### src/rtl/core/contour_limb_extremity_locator_defines.svh
// Assertion macros for the contour limb extremity locator.
// Included by modules that carry concurrent checks.
`ifndef CONTOUR_LIMB_EXTREMITY_LOCATOR_DEFINES_SVH
`define CONTOUR_LIMB_EXTREMITY_LOCATOR_DEFINES_SVH
`ifndef SYNTHESIS
`define CLE_ASSERT(label, clk, rst, prop, msg) \
  label: assert property (@(posedge clk) disable iff (rst) prop) else $error(msg);
`define CLE_ASSERT_NORST(label, clk, prop, msg) \
  label: assert property (@(posedge clk) prop) else $error(msg);
`else
`define CLE_ASSERT(label, clk, rst, prop, msg)
`define CLE_ASSERT_NORST(label, clk, prop, msg)
`endif
`endif

### src/rtl/core/cle_pkg.sv
`timescale 1ns / 1ps
// Shared types and constants for the contour limb extremity locator.
// No dependencies.
package cle_pkg;
  localparam int unsigned COORD_BITS = 11;
  localparam int unsigned OUT_W      = 11;
  localparam int unsigned MARGIN_W   = 8;
  localparam int unsigned KIND_W     = 3;

  typedef enum logic [2:0] {
    KIND_CENTROID = 3'd0,
    KIND_HEAD     = 3'd1,
    KIND_LHAND    = 3'd2,
    KIND_RHAND    = 3'd3,
    KIND_LLEG     = 3'd4,
    KIND_RLEG     = 3'd5
  } kind_t;

  typedef enum logic [3:0] {
    ST_LOAD,
    ST_DIV,
    ST_SCAN_RD,
    ST_SCAN_EV,
    ST_SCAN_HQ,
    ST_SCAN_SC,
    ST_EMIT,
    ST_CLEAR
  } state_t;

  typedef struct packed {
    logic load;      // store accepted point
    logic div_start;
    logic scan_init;
    logic rd_req;    // issue memory read
    logic eval;      // latch stored point
    logic hq_start;  // start head-score division
    logic score;     // update bests
    logic emit;      // result presented
    logic emit_next; // advance result index
    logic clear;
  } cmd_t;

  typedef struct packed {
    logic div_done;
    logic hq_done;
    logic scan_last;
    logic emit_last;
  } sts_t;
endpackage

### src/rtl/core/cle_ctrl.sv
`timescale 1ns / 1ps
// Controller state machine for the contour limb extremity locator.
// Depends on cle_pkg and the defines header.
`include "contour_limb_extremity_locator_defines.svh"
module cle_ctrl
  import cle_pkg::*;
(
  input  logic clk,
  input  logic rst,
  input  logic in_valid,
  input  logic in_final,
  output logic in_ready,
  input  logic out_valid,
  input  logic out_ready,
  input  sts_t sts,
  output cmd_t cmd
);
  state_t state, state_next;
  logic   div_wait, div_wait_next;

  always_ff @(posedge clk) begin
    if (rst) begin
      state    <= ST_LOAD;
      div_wait <= 1'b0;
    end else begin
      state    <= state_next;
      div_wait <= div_wait_next;
    end
  end

  always_comb begin
    state_next    = state;
    div_wait_next = div_wait;
    cmd           = '0;
    in_ready      = 1'b0;
    unique case (state)
      ST_LOAD: begin
        in_ready = 1'b1;
        if (in_valid) begin
          cmd.load = 1'b1;
          if (in_final) begin
            state_next = ST_DIV;
          end
        end
      end
      ST_DIV: begin
        if (!div_wait) begin
          cmd.div_start = 1'b1;
          div_wait_next = 1'b1;
        end else if (sts.div_done) begin
          div_wait_next  = 1'b0;
          cmd.scan_init  = 1'b1;
          state_next     = ST_SCAN_RD;
        end
      end
      ST_SCAN_RD: begin
        if (sts.scan_last) begin
          state_next = ST_EMIT;
        end else begin
          cmd.rd_req = 1'b1;
          state_next = ST_SCAN_EV;
        end
      end
      ST_SCAN_EV: begin
        cmd.eval   = 1'b1;
        state_next = ST_SCAN_HQ;
      end
      ST_SCAN_HQ: begin
        if (!div_wait) begin
          cmd.hq_start  = 1'b1;
          div_wait_next = 1'b1;
        end else if (sts.hq_done) begin
          div_wait_next = 1'b0;
          state_next    = ST_SCAN_SC;
        end
      end
      ST_SCAN_SC: begin
        cmd.score  = 1'b1;
        state_next = ST_SCAN_RD;
      end
      ST_EMIT: begin
        cmd.emit = 1'b1;
        if (out_valid && out_ready) begin
          cmd.emit_next = 1'b1;
          if (sts.emit_last) begin
            state_next = ST_CLEAR;
          end
        end
      end
      ST_CLEAR: begin
        cmd.clear  = 1'b1;
        state_next = ST_LOAD;
      end
      default: state_next = ST_LOAD;
    endcase
  end

  `CLE_ASSERT(a_load_only_in_load, clk, rst, cmd.load |-> state == ST_LOAD, "load outside LOAD")
  `CLE_ASSERT(a_emit_then_clear, clk, rst,
    (cmd.emit_next && sts.emit_last) |=> state == ST_CLEAR, "no clear after last result")
  `CLE_ASSERT(a_no_accept_busy, clk, rst, in_ready |-> !out_valid, "accept while results pending")
endmodule

### config.mk
export PLATFORM = sky130hd
export DESIGN_NAME = cle_ctrl
export DESIGN_NICKNAME = d
export VERILOG_FILES = /design/src/rtl/core/cle_pkg.sv /design/src/rtl/core/cle_ctrl.sv
export VERILOG_INCLUDE_DIRS = /design/src /design/src/rtl/core
export SDC_FILE = /design/constraint.sdc
export NUM_CORES = 1
export LEC_CHECK = 0
export ABC_AREA = 1
export ABC_CLOCK_PERIOD_IN_PS = 2230
export BUFFER_PORTS_ARGS = -buffer_cell sky130_fd_sc_hd__buf_4
export CORE_AREA = 2 2 39 41
export DETAILED_ROUTE_END_ITERATION = 7
export DIE_AREA = 0 0 41 43
export MAX_ROUTING_LAYER = met4
export PLACE_DENSITY_LB_ADDON = 0.3
export SETUP_SLACK_MARGIN = 0.3
export SLEW_MARGIN = 20
export SYNTH_ARGS = -nofsm -noshare
export SYNTH_HDL_FRONTEND = slang
export SYNTH_SLANG_ARGS = --single-unit
export TNS_END_PERCENT = 5
### constraint.sdc
create_clock -name clk -period 2.23 [get_ports clk]
set_input_delay 0.3345 -clock clk [delete_from_list [all_inputs] [get_ports clk]]
set_output_delay 0.3345 -clock clk [all_outputs]
set_load 0.02 [all_outputs]
# Yosys cells after proc, flatten, opt, wreduce, memory -nomap -nowiden
# Index checks and enable logic that the tools add are counted.
dict set report classes {
  mux 30
  n_reduce_logical 4
  eq_ne 15
}
# cell n
set ops {}
lappend ops {{$mux W4} 8}
lappend ops {{$pmux W4 S7} 1}
lappend ops {{$mux W1} 17}
lappend ops {{$eq A4 B3 Y1 const B} 4}
lappend ops {{$ne A2 B2 Y1 const B} 8}
lappend ops {{$eq A4 B2 Y1 const B} 2}
lappend ops {{$reduce_and A8 Y1} 1}
lappend ops {{$eq A4 B1 Y1 const B} 1}
lappend ops {{$logic_not A4 Y1} 1}
lappend ops {{$mux W2} 2}
lappend ops {{$mux W3} 1}
lappend ops {{$pmux W1 S2} 1}
lappend ops {{$reduce_bool A2 Y1} 1}
lappend ops {{$logic_and A1 B1 Y1} 1}
dict set report totals {
  register_bits 5
  word_cells 51
}

# Logic depth before layout (Yosys ltp)
dict set report logic_depth {
  ltp_word 3
  ltp_mapped 10
}

# Worst setup path before layout
# Ideal clock, no wire load.
dict set report synth_timing {
  path_type {register to register}
  start {register state[0]}
  end {register state[0]}
  period_less_slack_ns 1.481
  setup_time_ns 0.114
  required_time_ns 2.116
  setup_slack_ns 0.749
  path_stages_with_launch 10
  path_buffers 0
  arrival_ns 1.367
  path_cell_list {dfxtp_1 -> inv_1 -> ha_1 -> inv_1 -> nor2_1 -> nand2_1 -> nand3_1 -> nor2_1 -> nor2_1 -> nor2_2}
}
dict set report synth_via {
  elab_chain_cells 3
}
# element line_no
set synth_lines {}
lappend synth_lines {{from (decl)} cle_ctrl.sv:18} ;# state_t state, state_next;
lappend synth_lines {{from (signal assigned)} cle_ctrl.sv:26} ;# state <= state_next;
lappend synth_lines {{$eq A4 B3 Y1 (tied with other cells)} cle_ctrl.sv:36} ;# unique case (state)
lappend synth_lines {{$ne A2 B2 Y1 (no line)} -}
lappend synth_lines {{$reduce_and A8 Y1 (no line)} -}
# Parallel ways exist; a longest one is shown, timed or not.
# A chain may end at the register's enable or synchronous reset.

==> impl_metrics.toml <==
[route]
wire_per_inst_um = 9.01
drc_errors = 0
drtIter0Drc = 7
routed_wirelength_mm = 1.09
viasPerCell = 4.55
num_vias = 550
drt-pass1-iter-count = 4
drt.antenna.violating_nets = 0

[worst_setup_path]
reg2reg_depth = 10
path_delay_family = "buffers and inverters"
worst-path-stages = 7
r2r-end = "state[1]"
r2r-start = "state[0]"
startpoint = "state[1]"
r2r_setup_slack_ps = 800
crit_type = "reg2out"
crit_path_end_kind = "output pin"
cp.arrival_ps = 1310
slowest_stage = "dfxtp_1"
worst-path-max-fanout = 4
crit_chain = "inv_1 -> ha_1 -> inv_1 -> nor2_1 -> nand3_1 -> inv_1 -> buf_4"
start_kind = "flip-flop"
worstSetupEndpoint = "cmd[7]"
crit_top_cell = "inv_1"
worstPathRequired_ps = 1900
crit_buf_inv = 4
cp_slowest_stage_delay_ps = 330

[logic_synthesis]
yosysTopAreaCell = "dfxtp_1"
yosys.area.top_type_share = 0.167
seq_area_frac_synth = 0.167
synth_cells = 83
ys_ff_latch = 4
yosys_warnings = 0
synth_area_per_cell_sq_um = 5.77
syn_nets = 97
synthTopCellsByArea = "dfxtp_1, nand2_1, inv_1"
ys_types = 16
synth_area_sq_um = 479

[finish]
layoutNonFillerInstCount = 121
fillers = 154
antennaDiodeCount = 0
multi_input_area_sq_um = 313
regArea_sq_um = 80.1
fin_nets = 121
syn2layout_area_growth_pct = 37.9
layout_common_cells = "nand2_1, buf_4, inv_1, nand3_1, nor2_1"
drive_gt1_frac = 0.333

[sta]
slew_viol_final = 0
setup_viol = 0
max_freq_mhz = 607
tns_ps = 0
rsz0062_at_grt = "no"
setup_ws_ps = 581
worst_slew_pin_slew_ps = 466
fin_crit_sh = 0.739
whs_ps = 278
skew_ps = 2.52
relSlewSlack = 0.689
fin_crit_ps = 1650
hold_viol_final = 0

[hold_path]
hold_depth = 2
hold_class = "in2reg"

[clock_network]
cts_made_buffers = 3
post_cts_buffers = 0
tritoncts = "built"
cts_max_level = 1
clkTransAtPathRegs_ps = 40
clock_sinks = 4
hold_buffers = 0
cts.path.max_buffers = 2
cts_resized = 0
clk_latency_ps = 230
cts_root_buffer = "clkbuf_4"

[grt]
grt_max_degree = 14
grt_pass1_vias = 448
grtUsageTotal = 0.144
grt_pass1_wl_mm = 1.68
antenna_found_initial = 0
grt_overflow = 0

[placed_design]
numPortBuffers = 20
globalplace.congestion = 0.811
dp_hpwl_um = 959
place_inst = 118
pre_cts_ws_ps = 804

[pwr]
leakagePower_nw = 0.414
ir_drop_uv = 526
powerDensity_nw_per_um2 = 1100

[flow_run]
cap_violations = 0

[floorplan]
die_width_um = 41
core_sq_um = 1380
die_area_sq_um = 1760
rows = 14
dieHeight_um = 43
start_util = 0.346
pin_count = 21

[status]
status = "completed"
## layout make-up
type | count | area share
clock buffer | 3 | 0.0341
inverter | 20 | 0.114
multi-input combinational | 58 | 0.473
sequential | 4 | 0.121
tap | 16 | 0.0303
timing repair buffer | 20 | 0.227
## worst reg2reg max path, stage by stage (launching register included)
cell     delay, ps
dfxtp_1        360
inv_1           80
ha_1           250
nand2_2        120
inv_2           50
nand2_1         70
nand2_1         60
nor2_2         130
nand3_1         80
nand2_1         80
nor2_2          30
## routing by layer
layer	GRT usage	up-vias	routed length, um
li1	-	301	-
met1	0.161	226	472
met2	0.216	19	506
met3	0.0157	4	87
met4	0.120	0	24
met5	-	-	0
## metrics by stage
step	instance area [sq um]	total power [mW]	util
after floorplan	479	0.512	-
after global placement	638	0.646	0.461
after detailed placement	638	0.644	0.461
after CTS	661	0.735	0.477
after global routing	661	0.805	0.477
final	661	0.724	0.477
## flip-flops by register name, indices dropped and copies added (netlist names)
signal / flops
state: 3
div_wait: 1
## worst min-delay path by stage
stage / from / endpoint / slack (ps)
after floorplan: rst / state[2] / 400
after global placement: rst / state[2] / 510
final: rst / state[2] / 280
after global routing: rst / state[2] / 280
after detailed placement: rst / state[2] / 510
after CTS: rst / state[2] / 270
## cells in the mapped netlist
cell / instances
ha_1: 4
nor2_1: 10
o211ai_1: 1
nand3_1: 11
a31oi_1: 1
o21ai_0: 1
a21oi_2: 1
inv_2: 3
buf_6: 1
dfxtp_1: 4
nand3_2: 3
inv_1: 17
nand2_1: 20
nand4_1: 1
nand2_2: 1
nor2_2: 4
## report_power, final
part	switching, mW	internal [mW]
clock network	0.0252	0.0599
logic	0.303	0.199
registers	0.0380	0.0997
## cell families after synthesis
logic type               share of synthesized area
AND/OR/NAND/NOR                              0.491
buffers and inverters                        0.180
AO/OA/AOI/OAI                               0.0574
adder cells (fa/ha/maj)                      0.104
flip-flops                                   0.167
Note: power is estimated with default switching activity, not from simulation.
